==> config.mk <==
export PLATFORM = sky130hd
export DESIGN_NAME = zoned_hvac_vent_controller_top
export DESIGN_NICKNAME = d
export VERILOG_FILES = /design/src/sv/zhvc_pkg.sv /design/src/sv/zhvc_ram.sv /design/src/sv/zoned_hvac_vent_controller_top.sv
export SDC_FILE = /design/constraint.sdc
export NUM_CORES = 1
export LEC_CHECK = 0
export BUFFER_PORTS_ARGS = -buffer_cell sky130_fd_sc_hd__buf_2
export CORE_MARGIN = 5
export CORE_UTILIZATION = 60
export CTS_CLUSTER_SIZE = 20
export DETAILED_ROUTE_END_ITERATION = 16
export GPL_ROUTABILITY_DRIVEN = 0
export PLACE_DENSITY = 0.76
export SLEW_MARGIN = 20
export SYNTH_ARGS = -nofsm -noshare
export SYNTH_HDL_FRONTEND = slang
export SYNTH_SLANG_ARGS = --single-unit
==> constraint.sdc <==
create_clock -name clk -period 5.9 [get_ports clk]
set_input_delay 0.295 -clock clk [delete_from_list [all_inputs] [get_ports clk]]
set_output_delay 0.295 -clock clk [all_outputs]
set_load 0.01 [all_outputs]
==> src/sv/zhvc_pkg.sv <==
package zhvc_pkg;

	typedef enum logic [1:0] {
		MODE_OFF  = 2'd0,
		MODE_COOL = 2'd1,
		MODE_HEAT = 2'd2
	} hvac_mode_t;

	typedef enum logic [1:0] {
		KIND_HVAC   = 2'd0,
		KIND_VENT   = 2'd1,
		KIND_STATUS = 2'd2
	} out_kind_t;

	typedef enum logic [1:0] {
		REQ_SET_CUR  = 2'd0,
		REQ_SET_TGT  = 2'd1,
		REQ_SET_VENT = 2'd2,
		REQ_SET_ADDR = 2'd3
	} req_type_t;

	localparam logic [1:0] STATUS_OK       = 2'd0;
	localparam logic [1:0] STATUS_REJECTED = 2'd1;
	localparam logic [1:0] VENT_CLOSE      = 2'd0;
	localparam logic [1:0] VENT_OPEN       = 2'd1;

	typedef struct packed {
		logic signed [15:0] cur_temp;
		logic signed [15:0] tgt_temp;
		logic               vent_open;
		logic        [7:0]  vent_addr;
	} zone_entry_t;

	typedef enum logic [2:0] {
		ST_IDLE,
		ST_MODIFY,
		ST_PASS1,
		ST_DECIDE,
		ST_PASS2,
		ST_STATUS
	} ctrl_state_t;

endpackage

==> src/sv/zhvc_ram.sv <==
module zhvc_ram #(
	parameter int WIDTH = 8,
	parameter int DEPTH = 16
) (
	input  logic                                   clk,
	input  logic                                   we,
	input  logic [(DEPTH > 1 ? $clog2(DEPTH) : 1)-1:0] waddr,
	input  logic [WIDTH-1:0]                       wdata,
	input  logic                                   re,
	input  logic [(DEPTH > 1 ? $clog2(DEPTH) : 1)-1:0] raddr,
	output logic [WIDTH-1:0]                       rdata
);

	logic [WIDTH-1:0] mem [DEPTH];

	always_ff @(posedge clk) begin
		if (we) begin
			mem[waddr] <= wdata;
		end
		if (re) begin
			rdata <= mem[raddr];
		end
	end

endmodule

==> src/sv/zoned_hvac_vent_controller_top.sv <==
// Zone table controller for vents and the HVAC unit. Each accepted update writes one field
// of one zone through a read-modify-write of the zone table. Rejected updates and vent
// address writes skip the passes over the table. Temperature and vent-state writes make
// two passes over the n zones in use (hot/cold count, then vent commands); the table has
// one read port and each pass reads one zone per cycle, except that the second pass stalls
// while a vent command waits on out_ready. Every update ends with one status result
// with last set. Zones never written read as zero and closed.
module zoned_hvac_vent_controller_top
	import zhvc_pkg::*;
#(
	parameter int NUM_ZONES = 16
) (
	input  logic               clk,
	input  logic               arst_n,
	input  logic               cfg_wr_en,
	input  logic [4:0]         cfg_wr_data,
	input  logic               in_valid,
	output logic               in_ready,
	input  logic [1:0]         req_type,
	input  logic [3:0]         zone_index,
	input  logic signed [15:0] value,
	output logic               out_valid,
	input  logic               out_ready,
	output logic [1:0]         kind,
	output logic [7:0]         device_address,
	output logic [1:0]         command_value,
	output logic               last
);

	localparam int AW = NUM_ZONES > 1 ? $clog2(NUM_ZONES) : 1;
	localparam int CW = $clog2(NUM_ZONES + 1);
	localparam int EW = $bits(zone_entry_t);

	ctrl_state_t        state_q, state_d;
	logic [4:0]         zone_count_q;
	logic [CW-1:0]      n_zones;
	req_type_t          req_type_q;
	logic signed [15:0] req_value_q;
	logic [AW-1:0]      req_idx_q;
	logic               reject_q;
	hvac_mode_t         mode_q, mode_new;
	logic               mode_emit;
	logic [CW-1:0]      hot_q, cold_q;
	logic [CW-1:0]      rd_idx_q;
	logic               p_s1_q;
	logic [AW-1:0]      idx_s1_q;
	logic               vld_s1_q;
	logic [NUM_ZONES-1:0] vld_q;

	logic               ram_we, ram_re;
	logic [AW-1:0]      ram_waddr, ram_raddr;
	logic [EW-1:0]      ram_wdata, ram_rdata;

	zone_entry_t        ent_rd, mod_ent;
	logic               in_fire, reject_in, out_can_load, issue_more;
	logic               is_hot, is_cold, want, vent_diff, pass_adv;

	logic               out_valid_q, out_load;
	out_kind_t          out_kind_q, out_kind_d;
	logic [7:0]         out_addr_q, out_addr_d;
	logic [1:0]         out_cmd_q, out_cmd_d;
	logic               out_last_q, out_last_d;

	zhvc_ram #(
		.WIDTH(EW),
		.DEPTH(NUM_ZONES)
	) u_zone_ram (
		.clk  (clk),
		.we   (ram_we),
		.waddr(ram_waddr),
		.wdata(ram_wdata),
		.re   (ram_re),
		.raddr(ram_raddr),
		.rdata(ram_rdata)
	);

	always_comb begin
		if (32'(zone_count_q) >= NUM_ZONES) begin
			n_zones = CW'(NUM_ZONES);
		end else begin
			n_zones = CW'(zone_count_q);
		end
	end

	assign in_ready     = (state_q == ST_IDLE);
	assign in_fire      = in_valid && in_ready;
	assign reject_in    = 32'(zone_index) >= 32'(n_zones);
	assign out_can_load = !out_valid_q || out_ready;
	assign issue_more   = rd_idx_q < n_zones;

	// entries never written read as reset values
	assign ent_rd  = vld_s1_q ? zone_entry_t'(ram_rdata) : '0;
	assign is_hot  = $signed(ent_rd.cur_temp) > $signed(ent_rd.tgt_temp);
	assign is_cold = $signed(ent_rd.cur_temp) < $signed(ent_rd.tgt_temp);

	always_comb begin
		if (is_hot) begin
			want = (mode_q == MODE_COOL);
		end else if (is_cold) begin
			want = (mode_q == MODE_HEAT);
		end else begin
			want = 1'b0;
		end
	end

	assign vent_diff = want != ent_rd.vent_open;

	always_comb begin
		mod_ent = ent_rd;
		unique case (req_type_q)
			REQ_SET_CUR:  mod_ent.cur_temp  = req_value_q;
			REQ_SET_TGT:  mod_ent.tgt_temp  = req_value_q;
			REQ_SET_VENT: mod_ent.vent_open = |req_value_q;
			REQ_SET_ADDR: mod_ent.vent_addr = req_value_q[7:0];
			default:      mod_ent           = ent_rd;
		endcase
	end

	always_comb begin
		mode_new  = mode_q;
		mode_emit = 1'b0;
		priority if (hot_q == '0 && cold_q == '0) begin
			mode_new  = MODE_OFF;
			mode_emit = 1'b1;
		end else if (mode_q == MODE_OFF || hot_q == '0 || cold_q == '0) begin
			mode_new  = (hot_q >= cold_q) ? MODE_COOL : MODE_HEAT;
			mode_emit = 1'b1;
		end
	end

	// next state
	always_comb begin
		state_d = state_q;
		unique case (state_q)
			ST_IDLE: begin
				if (in_fire) begin
					state_d = reject_in ? ST_STATUS : ST_MODIFY;
				end
			end
			ST_MODIFY: begin
				state_d = (req_type_q == REQ_SET_ADDR) ? ST_STATUS : ST_PASS1;
			end
			ST_PASS1: begin
				if (!issue_more && !p_s1_q) begin
					state_d = ST_DECIDE;
				end
			end
			ST_DECIDE: begin
				if (!mode_emit || out_can_load) begin
					state_d = ST_PASS2;
				end
			end
			ST_PASS2: begin
				if (!issue_more && !p_s1_q) begin
					state_d = ST_STATUS;
				end
			end
			ST_STATUS: begin
				if (out_can_load) begin
					state_d = ST_IDLE;
				end
			end
			default: state_d = ST_IDLE;
		endcase
	end

	// table access and result loading
	always_comb begin
		ram_we     = 1'b0;
		ram_waddr  = idx_s1_q;
		ram_wdata  = ent_rd;
		ram_re     = 1'b0;
		ram_raddr  = rd_idx_q[AW-1:0];
		pass_adv   = 1'b0;
		out_load   = 1'b0;
		out_kind_d = KIND_STATUS;
		out_addr_d = '0;
		out_cmd_d  = STATUS_OK;
		out_last_d = 1'b0;
		unique case (state_q)
			ST_IDLE: begin
				ram_raddr = AW'(zone_index);
				ram_re    = in_fire && !reject_in;
			end
			ST_MODIFY: begin
				ram_we    = 1'b1;
				ram_waddr = req_idx_q;
				ram_wdata = mod_ent;
			end
			ST_PASS1: begin
				ram_re = issue_more;
			end
			ST_DECIDE: begin
				out_load   = mode_emit && out_can_load;
				out_kind_d = KIND_HVAC;
				out_cmd_d  = mode_new;
			end
			ST_PASS2: begin
				pass_adv = !p_s1_q || !vent_diff || out_can_load;
				ram_re   = pass_adv && issue_more;
				if (p_s1_q && vent_diff && out_can_load) begin
					ram_we     = 1'b1;
					ram_wdata  = {ent_rd.cur_temp, ent_rd.tgt_temp, want, ent_rd.vent_addr};
					out_load   = 1'b1;
					out_kind_d = KIND_VENT;
					out_addr_d = ent_rd.vent_addr;
					out_cmd_d  = want ? VENT_OPEN : VENT_CLOSE;
				end
			end
			ST_STATUS: begin
				out_load   = out_can_load;
				out_kind_d = KIND_STATUS;
				out_cmd_d  = reject_q ? STATUS_REJECTED : STATUS_OK;
				out_last_d = 1'b1;
			end
			default: begin
				ram_re = 1'b0;
			end
		endcase
	end

	always_ff @(posedge clk or negedge arst_n) begin
		if (!arst_n) begin
			state_q      <= ST_IDLE;
			zone_count_q <= '0;
			reject_q     <= 1'b0;
			mode_q       <= MODE_OFF;
			hot_q        <= '0;
			cold_q       <= '0;
			rd_idx_q     <= '0;
			p_s1_q       <= 1'b0;
			vld_s1_q     <= 1'b0;
			vld_q        <= '0;
			out_valid_q  <= 1'b0;
		end else begin
			state_q <= state_d;
			if (cfg_wr_en) begin
				zone_count_q <= cfg_wr_data;
			end
			if (in_fire) begin
				reject_q <= reject_in;
			end
			if (ram_re) begin
				vld_s1_q <= vld_q[ram_raddr];
			end
			if (ram_we) begin
				vld_q[ram_waddr] <= 1'b1;
			end
			if (state_q == ST_DECIDE && mode_emit && out_can_load) begin
				mode_q <= mode_new;
			end

			if (state_q == ST_PASS1) begin
				p_s1_q <= ram_re;
				if (ram_re) begin
					rd_idx_q <= rd_idx_q + CW'(1);
				end
				if (p_s1_q && is_hot) begin
					hot_q <= hot_q + CW'(1);
				end
				if (p_s1_q && is_cold) begin
					cold_q <= cold_q + CW'(1);
				end
			end else if (state_q == ST_PASS2) begin
				if (pass_adv) begin
					p_s1_q <= ram_re;
				end
				if (ram_re) begin
					rd_idx_q <= rd_idx_q + CW'(1);
				end
			end else begin
				rd_idx_q <= '0;
				p_s1_q   <= 1'b0;
				if (state_q == ST_MODIFY) begin
					hot_q  <= '0;
					cold_q <= '0;
				end
			end

			if (out_load) begin
				out_valid_q <= 1'b1;
			end else if (out_ready) begin
				out_valid_q <= 1'b0;
			end
		end
	end

	// payload registers
	always_ff @(posedge clk) begin
		if (in_fire) begin
			req_type_q  <= req_type_t'(req_type);
			req_idx_q   <= AW'(zone_index);
			req_value_q <= value;
		end
		if (ram_re) begin
			idx_s1_q <= ram_raddr;
		end
		if (out_load) begin
			out_kind_q <= out_kind_d;
			out_addr_q <= out_addr_d;
			out_cmd_q  <= out_cmd_d;
			out_last_q <= out_last_d;
		end
	end

	assign out_valid      = out_valid_q;
	assign kind           = out_kind_q;
	assign device_address = out_addr_q;
	assign command_value  = out_cmd_q;
	assign last           = out_last_q;

	// write-back never targets the entry being read
	a_no_rw_overlap: assert property (@(posedge clk) disable iff (!arst_n)
		ram_we && ram_re |-> ram_waddr != ram_raddr)
		else $error("table write and read hit the same entry");

	a_scan_bound: assert property (@(posedge clk) disable iff (!arst_n)
		(state_q == ST_PASS1 || state_q == ST_PASS2) |-> rd_idx_q <= n_zones)
		else $error("scan index beyond zones in use");

	a_count_bound: assert property (@(posedge clk) disable iff (!arst_n)
		(state_q == ST_PASS1 || state_q == ST_DECIDE) |->
		(CW + 1)'(hot_q) + (CW + 1)'(cold_q) <= (CW + 1)'(n_zones))
		else $error("hot and cold counts exceed zones in use");

	a_status_then_idle: assert property (@(posedge clk) disable iff (!arst_n)
		out_load && out_last_d |=> state_q == ST_IDLE && out_valid_q)
		else $error("status transfer loaded without returning to idle");

endmodule
==> impl_metrics.py, run 1 <==
metrics = {
    "critical_path": {
        "reg2reg_depth": 15,
        "critical_path.n_buffers_inverters": 3,
        "setup.worst_path.end_class": "flop",
        "crit_end": "u_zone_ram.mem[8][34]",
        "r2r-end": "u_zone_ram.mem[8][34]",
        "reg2reg_slack_ns": 0.42,
        "worstSetupStartpoint": "vld_s1_q",
        "crit_family": "simple AND/OR/NAND/NOR gates",
        "worstSetupStartpointType": "flop",
        "launch_point_of_the_worst_reg_to_reg_path": "vld_s1_q",
        "timing.setup.critical_path_class": "flop to flop",
        "cp_slowest_stage_delay_ns": 0.74,
        "worst-path-stages": 15,
        "worstPathArrival_ns": 5.73,
        "cp.required_ns": 6.16,
        "crit_path_top_delay_cell": "sky130_fd_sc_hd__dfrtp_1",
        "path_max_fanout": 31,
        "path_cells": "buf_4 -> nand2_1 -> ha_1 -> nand4_1 -> or3_1 -> a311o_1 -> nand3_1 -> nor3b_1 -> or3_1 -> and2_1 -> nand2_1 -> inv_2 -> a31oi_4 -> nor2_4 -> buf_4",
    },
    "clock_tree": {
        "cts-buffers-inserted": 77,
        "clock_sink_count": 781,
        "cts_root_buffer": "sky130_fd_sc_hd__clkbuf_16",
        "tritoncts": "done",
        "cts-htree-levels": 3,
        "max-clock-path-buffers": 3,
        "worst_skew_pair.late_latency_ns": 0.62,
        "cts_post_setup_buffers_inserted": 0,
        "clkTransAtPathRegs_ns": 0.06,
    },
    "sta": {
        "fin_tns_setup_ns": 0,
        "hold_viol": 0,
        "timing.slew.headroom_pct": 23.7,
        "finalCritPeriodShare_pct": 92.8,
        "slew_viol_final": 0,
        "finalClockSkew_ns": 0.0212,
        "final_setup_violations": 0,
        "tightestPinTransition_ns": 1.14,
        "achievable-frequency_mhz": 183,
        "grt_setup_unrepaired": "no",
        "min_period_ns": 5.48,
    },
    "floorplanning": {
        "boundaryPins": 47,
        "design.die.area_um2": 58000,
        "chipWidth_um": 241,
        "rows": 84,
        "die-height_um": 241,
        "initial_utilization_pct": 60.8,
        "coreArea_um2": 52700,
    },
    "power_and_ir_drop": {
        "share_comb_of_total_power_pct": 31.5,
        "power.net_switching_mw": 6.61,
        "power_frac_seq_pct": 42.2,
        "intPower_mw": 11.8,
        "power.clock.fraction_pct": 26.3,
        "sw_frac_of_total_pct": 35.9,
        "peakVddDrop_mv": 0.473,
        "leakagePower_nw": 12.9,
        "powerDensity_nw_per_um2": 508,
    },
    "grt": {
        "gr-usage-all-layers_pct": 28.6,
        "first_global_vias": 20500,
        "antenna_found_initial": 0,
        "wire_length_of_the_first_global_routing_pass_um": 125000,
        "globalRoute.totalOverflow": 0,
        "grt_start_max_net_pins": 169,
    },
    "run_status": {
        "outcome": "finished clean",
    },
    "cells_and_area": {
        "finish.net_count": 2671,
        "drive_above_1_share_pct": 11.1,
        "areaGrowthSynthToFinish_pct": 13.2,
        "layout_cells_excl_fill": 3356,
        "diodes": 0,
    },
    "detailed_routing": {
        "firstDrtPassIters": 6,
        "vias": 21400,
        "drc": 0,
        "routedWlPerCell_um": 24.8,
        "postRouteAntennaNets": 0,
        "dr.first_iter.drc_count": 3015,
        "post_drt_via_cell_ratio": 6.36,
        "routed_wl_um": 83300,
    },
    "logic_synthesis": {
        "synthesis.instances": 2538,
        "synth_edf_count": 736,
        "proportion_of_synthesized_chip_area_in_sequential_cells_pct": 72.6,
        "synth_warnings": 0,
        "syn-num-nets": 2603,
        "synth_top_area_share_pct": 69.1,
        "synth_top_cells_by_area": "sky130_fd_sc_hd__edfxtp_1 (69%), sky130_fd_sc_hd__nand2_1 (8.8%), sky130_fd_sc_hd__nand3_1 (5.5%), sky130_fd_sc_hd__dfrtp_1 (3.5%), sky130_fd_sc_hd__a311oi_1 (2.3%)",
        "yosys.cell_types.count": 56,
        "synthDominantAreaCellType": "sky130_fd_sc_hd__edfxtp_1",
        "synth_most_common_cell": "sky130_fd_sc_hd__nand2_1",
        "area_of_the_mapped_netlist_um2": 32000,
        "synth_commonest_cells": "sky130_fd_sc_hd__nand2_1 (748), sky130_fd_sc_hd__edfxtp_1 (736), sky130_fd_sc_hd__nand3_1 (350), sky130_fd_sc_hd__clkbuf_1 (125), sky130_fd_sc_hd__a311oi_1 (84)",
        "synth-seq-cells": 781,
        "synthFlopType": "sky130_fd_sc_hd__edfxtp_1",
        "average_instance_area_after_synthesis_um2": 12.6,
        "synthArstFlopShare_pct": 5.76,
    },
    "hold_path": {
        "hold_start": "cfg_wr_en",
        "hold_path.class": "primary input to flop",
    },
    "job": {
        "maxCapViolations": 0,
    },
    "placed_design": {
        "hpwlAfterDp_um": 49200,
        "dp_cells": 3185,
        "numPortBuffers": 46,
    },
}
## final cells by class
type | count | area (µm²)
tap | 688 | 861
clock buffer | 99 | 2150
sequential | 781 | 23200
timing repair buffer | 141 | 1210
fill | 3535 | 16400
inverter | 28 | 115
multi-input combinational | 1577 | 8300
clock inverter | 42 | 355
## state kept, by name, summed over array words and instances (netlist names), 4 cells and up
register          flops
u_zone_ram.mem      656
u_zone_ram.rdata     41
req_value_q          16
vld_q                16
device_address        8
cold_q                5
hot_q                 5
rd_idx_q              5
zone_count_q          5
idx_s1_q              4
req_idx_q             4
## how the worst min path moves through the flow
stage | endpoint | depth (start not counted)
after global placement | vld_q[5] | 1
after detailed placement | vld_q[8] | 1
after CTS | zone_count_q[0] | 2
final | zone_count_q[0] | 2
after global routing | zone_count_q[0] | 2
after floorplan | cold_q[0] | 0
## kinds of logic after synthesis
logic type      count (synthesis)  share of synthesized area (%)
simple gates                 1261                           17.2
flops                         781                           72.6
compound gates                249                           5.67
buf+inv                       180                           2.18
fa+ha+maj                      33                           1.29
mux                            27                          0.923
xor+xnor                        7                          0.192
## metal layers
layer  GRT usage (%)  up-vias  wire length (µm)  part of all wire [%]
met4            12.2        0              3900                   4.7
met3            6.57      219              9960                    12
met1            40.3    10300             31000                    37
met2            43.8     1376             38400                    46
met5               0        -                 0                     0
li1                -     9429                 -                     -
## cell usage in the layout (no fill, tap or decap), types with 5 or more instances in the layout
cell type                       count
sky130_fd_sc_hd__a21o_1             8
sky130_fd_sc_hd__a21oi_1           20
sky130_fd_sc_hd__a311oi_1          84
sky130_fd_sc_hd__a31oi_1           46
sky130_fd_sc_hd__and2_1            19
sky130_fd_sc_hd__and3_1            45
sky130_fd_sc_hd__buf_12            15
sky130_fd_sc_hd__buf_2             45
sky130_fd_sc_hd__buf_4             51
sky130_fd_sc_hd__bufinv_16          5
sky130_fd_sc_hd__clkbuf_1          14
sky130_fd_sc_hd__clkbuf_16         82
sky130_fd_sc_hd__clkinv_1          13
sky130_fd_sc_hd__clkinv_2          16
sky130_fd_sc_hd__dfrtp_1           45
sky130_fd_sc_hd__dlygate4sd3_1     30
sky130_fd_sc_hd__edfxtp_1         736
sky130_fd_sc_hd__ha_1              33
sky130_fd_sc_hd__inv_1             23
sky130_fd_sc_hd__mux2_2            20
sky130_fd_sc_hd__nand2_1          748
sky130_fd_sc_hd__nand2b_1           9
sky130_fd_sc_hd__nand3_1          350
sky130_fd_sc_hd__nand4_1            6
sky130_fd_sc_hd__nor2_1            29
sky130_fd_sc_hd__nor2_4            16
sky130_fd_sc_hd__nor2b_1            9
sky130_fd_sc_hd__o21ai_0           24
sky130_fd_sc_hd__o21ai_1           17
sky130_fd_sc_hd__o21ai_2            9
sky130_fd_sc_hd__o21bai_1          16
sky130_fd_sc_hd__or3_1              7
## repair_timing
| action | CTS | global route |
|---|---|---|
| hold buffers | 30 | 0 |
| endpoints found under the setup margin | 0 | 86 |
| hold endpoints to repair | 72 | 0 |
| resized for setup | 0 | 1 |
## power by group through the flow
stage / Sequential [mW] / Combinational [mW] / Clock, mW
3_3_place_gp: 7.84 / 5.46 / 0
5_1_grt: 7.81 / 6.20 / 5.13
3_5_place_dp: 7.86 / 5.63 / 0
6_report: 7.77 / 5.80 / 4.84
4_1_cts: 7.76 / 5.69 / 4.89
2_1_floorplan: 7.77 / 3.45 / 0
## stage by stage
stage | setup slack, ns | hold slack (ns) | power [mW] | cell area, µm² | utilization [%]
after floorplan | 0.526 | -0.000591 | 11.2 | 32000 | -
after global placement | 0.577 | 0.457 | 13.3 | 33400 | 63.4
after detailed placement | 0.434 | 0.462 | 13.5 | 33400 | 63.4
after CTS | 0.352 | 0.00493 | 18.3 | 36200 | 68.7
after global routing | 0.153 | 0.0258 | 19.1 | 36200 | 68.8
final | 0.425 | 0.0307 | 18.4 | 36200 | 68.8
(Power assumes the default switching activity.)
==> run 2: changes to the inputs <==
Settings changed: ABC_AREA from default to 1, CORE_ASPECT_RATIO from default to 1.5, SLEW_MARGIN 20 to default.
==> run 2 against run 1 <==
Effect of this change:
- utilization is 1.5 points lower
- total power grew 5.8%
- via count down 1.4%
- clock power down 5.6%
- register-to-register slack better by 0.51 ns
- fmax increased by 10%
- die area fell by 1.1%
- non-clock buffer count decreased by 7
- sequential cell count unchanged
- routed wire length decreased by 1.6%
- largest power group unchanged
==> impl_metrics.py, run 2 <==
metrics = {
    "run_status": {
        "outcome": "finished clean",
    },
    "floorplanning": {
        "design.die.area_um2": 57400,
        "initial_utilization_pct": 60.2,
        "coreArea_um2": 52500,
        "rows": 103,
        "chipWidth_um": 197,
        "boundaryPins": 47,
        "die-height_um": 291,
    },
    "logic_synthesis": {
        "synth-seq-cells": 781,
        "post_synth_fa_ha_maj_area_fraction_pct": 1.31,
        "parity_gate_share_of_the_synthesized_area_counting_xor_and_xnor_cells_pct": 0.111,
        "synth_edf_count": 736,
        "synthFlopType": "sky130_fd_sc_hd__edfxtp_1",
        "yosys.cell_types.count": 43,
        "synth_warnings": 0,
        "yosys.area_share.simple_pct": 8.74,
        "synth_commonest_cells": "sky130_fd_sc_hd__edfxtp_1 (736), sky130_fd_sc_hd__nor2_1 (433), sky130_fd_sc_hd__o21ai_0 (359), sky130_fd_sc_hd__nand2_1 (161), sky130_fd_sc_hd__clkbuf_1 (129)",
        "area_of_the_mapped_netlist_um2": 31600,
        "syn-num-nets": 2487,
        "synth_top_cells_by_area": "sky130_fd_sc_hd__edfxtp_1 (70%), sky130_fd_sc_hd__o21ai_0 (5.7%), sky130_fd_sc_hd__nor2_1 (5.1%), sky130_fd_sc_hd__dfrtp_1 (3.6%), sky130_fd_sc_hd__o221ai_1 (3.2%)",
        "synthesis.instances": 2422,
        "synthArstFlopShare_pct": 5.76,
        "synth_top_area_share_pct": 70.0,
        "synth_compound_gate_area_share_pct": 13.2,
        "synthMuxAreaShare_pct": 0.107,
        "synth_top_family_by_area": "compound AO/OA/AOI/OAI gates",
        "proportion_of_synthesized_chip_area_in_sequential_cells_pct": 73.5,
        "synthDominantAreaCellType": "sky130_fd_sc_hd__edfxtp_1",
        "synth_most_common_cell": "sky130_fd_sc_hd__edfxtp_1",
        "average_instance_area_after_synthesis_um2": 13.0,
    },
    "placed_design": {
        "post-place-ws_ns": 1.04,
        "dp_cells": 3053,
        "numPortBuffers": 46,
        "hpwlAfterDp_um": 45700,
    },
    "grt": {
        "grt_start_max_net_pins": 175,
        "globalRoute.totalOverflow": 0,
        "gr-usage-all-layers_pct": 28.1,
        "antenna_found_initial": 0,
        "first_global_vias": 20800,
        "wire_length_of_the_first_global_routing_pass_um": 123000,
    },
    "hold_path": {
        "hold_path.class": "primary input to flop",
    },
    "detailed_routing": {
        "dr.first_iter.drc_count": 2903,
        "routed_wl_um": 81900,
        "vias": 21100,
        "routedWlPerCell_um": 25.5,
        "post_drt_via_cell_ratio": 6.56,
        "drc": 0,
        "postRouteAntennaNets": 0,
        "firstDrtPassIters": 8,
    },
    "clock_tree": {
        "tritoncts": "done",
        "cts-buffers-inserted": 70,
        "cts-resized-gates": 0,
        "cts-htree-levels": 3,
        "clkTransAtPathRegs_ns": 0.06,
        "max-clock-path-buffers": 3,
        "cts_post_setup_buffers_inserted": 0,
        "ctsHoldBuffers": 30,
        "cts_root_buffer": "sky130_fd_sc_hd__clkbuf_16",
        "worst_skew_pair.late_latency_ns": 0.63,
        "clock_sink_count": 781,
    },
    "critical_path": {
        "crit_path_top_delay_cell": "sky130_fd_sc_hd__dfrtp_2",
        "worstSetupStartpointType": "flop",
        "timing.setup.critical_path_class": "flop to flop",
        "path_max_fanout": 42,
        "cp_slowest_stage_delay_ns": 0.87,
        "setup.worst_path.end_class": "flop",
        "cp.required_ns": 6.16,
        "path_cells": "nand2_1 -> inv_1 -> ha_1 -> a21oi_1 -> o21ai_0 -> nand2_1 -> o21ai_0 -> nor2_1 -> nand2_1 -> nand2_1 -> nand4_1 -> nand3_1 -> nand4_2 -> nor2_4 -> inv_2 -> nand2_2 -> inv_2 -> nor2_4 -> buf_4",
        "worstPathArrival_ns": 5.22,
        "critPathMostFrequentCell": "sky130_fd_sc_hd__nand2_1",
    },
    "sta": {
        "fin_tns_setup_ns": 0,
        "hold_viol": 0,
        "finalClockSkew_ns": 0.0337,
        "achievable-frequency_mhz": 202,
        "tightestPinTransition_ns": 1.46,
        "grt_setup_unrepaired": "no",
        "finalCritPeriodShare_pct": 84.1,
        "setup_slack_ns": 0.940,
        "slew_viol_final": 0,
        "timing.slew.headroom_pct": 2.45,
        "min_period_ns": 4.96,
        "final_setup_violations": 0,
    },
    "cells_and_area": {
        "finish.net_count": 2539,
        "multi_input_comb_area_um2": 7580,
        "fin_util_pct": 67.3,
        "drive_above_1_share_pct": 10.7,
        "layout_cells_excl_fill": 3210,
        "ff_latch_area_um2": 23200,
        "largest_register_ff_count": 656,
        "areaGrowthSynthToFinish_pct": 11.8,
        "diodes": 0,
        "most_common_cell_after_layout_fill_and_taps_aside": "sky130_fd_sc_hd__edfxtp_1",
        "most-common-layout-cells": "sky130_fd_sc_hd__edfxtp_1 (736), sky130_fd_sc_hd__nor2_1 (416), sky130_fd_sc_hd__o21ai_0 (359)",
        "largest-register": "u_zone_ram.mem",
        "final.fill_count": 3473,
        "layout_top_registers": "u_zone_ram.mem (656), u_zone_ram.rdata (41)",
    },
    "job": {
        "maxCapViolations": 0,
    },
    "power_and_ir_drop": {
        "peakVddDrop_mv": 0.402,
        "leakagePower_nw": 11.9,
        "powerDensity_nw_per_um2": 552,
    },
}
==> run 2: cell types whose count changed after synthesis, sizes merged, moves of 54 or more <==
cell	previous run	this run
nand2	748	166
nor2	45	436
o21ai	50	373
nand3	350	59
o221ai	0	116
a311oi	84	0
inv	26	80
==> run 2: report_power, final <==
part	internal (mW)	leakage, nW	total [mW]	switching, mW
registers	7.80	7.23	8.08	0.283
logic	1.67	3.57	6.83	5.15
clock network	2.60	1.11	4.57	1.97
total	12.1	11.9	19.5	7.41
==> run 2: critical path, delay by kind of cell, from the launching register on <==
kind | cells | cell delay [ns]
simple gates | 11 | 2.06
buf+inv | 4 | 0.99
flops | 1 | 0.87
fa+ha+maj | 1 | 0.25
compound gates | 3 | 0.39
==> run 2: cells by family after synthesis <==
| family | Yosys count |
|---|---|
| adders and majority gates | 33 |
| and+or+nand+nor | 685 |
| buffers and inverters | 235 |
| xor gates and xnor gates | 4 |
| muxes | 3 |
| DFF | 781 |
| AOI/OAI and AO/OA | 681 |
==> run 2: per-layer routing <==
| layer | GRT usage, % | share of wire, % | vias to the layer above |
|---|---|---|---|
| li1 | - | - | 9127 |
| met1 | 36.5 | 35 | 10400 |
| met2 | 47.1 | 50 | 1324 |
| met3 | 4.24 | 9.7 | 245 |
| met4 | 12.9 | 4.6 | 0 |
| met5 | 0 | 0 | - |
==> run 2: path summary, 6_finish.rpt <==
path,from,endpoint,slack (ns),cells after the start
min reg2reg,vld_q[6],vld_q[6],0.47,1
max,vld_s1_q,u_zone_ram.mem[10][40],0.94,19
min,cfg_wr_en,zone_count_q[4],0.05,2
max reg2reg,vld_s1_q,u_zone_ram.mem[10][40],0.94,19
max in group asynchronous,arst_n,vld_s1_q,4.76,2
min in group asynchronous,arst_n,cold_q[2],0.41,2
==> run 2: area by class of cell <==
cell class	instances	area share, %
Clock buffer	83	5.22
Clock inverter	43	1.24
Inverter	81	0.904
Multi-Input combinational cell	1406	21.5
Sequential cell	781	65.8
Tap cell	682	2.42
Timing Repair Buffer	134	2.96
==> run 2: per-stage QoR <==
| step | hold slack (ns) | area (µm²) | total power [mW] |
|---|---|---|---|
| after global routing | 0.0743 | 35300 | 20.3 |
| after floorplan | -0.000591 | 31600 | 12.3 |
| final | 0.0526 | 35300 | 19.5 |
| after global placement | 0.453 | 32700 | 14.6 |
| after detailed placement | 0.449 | 32700 | 14.8 |
| after CTS | 0.0170 | 35300 | 19.4 |
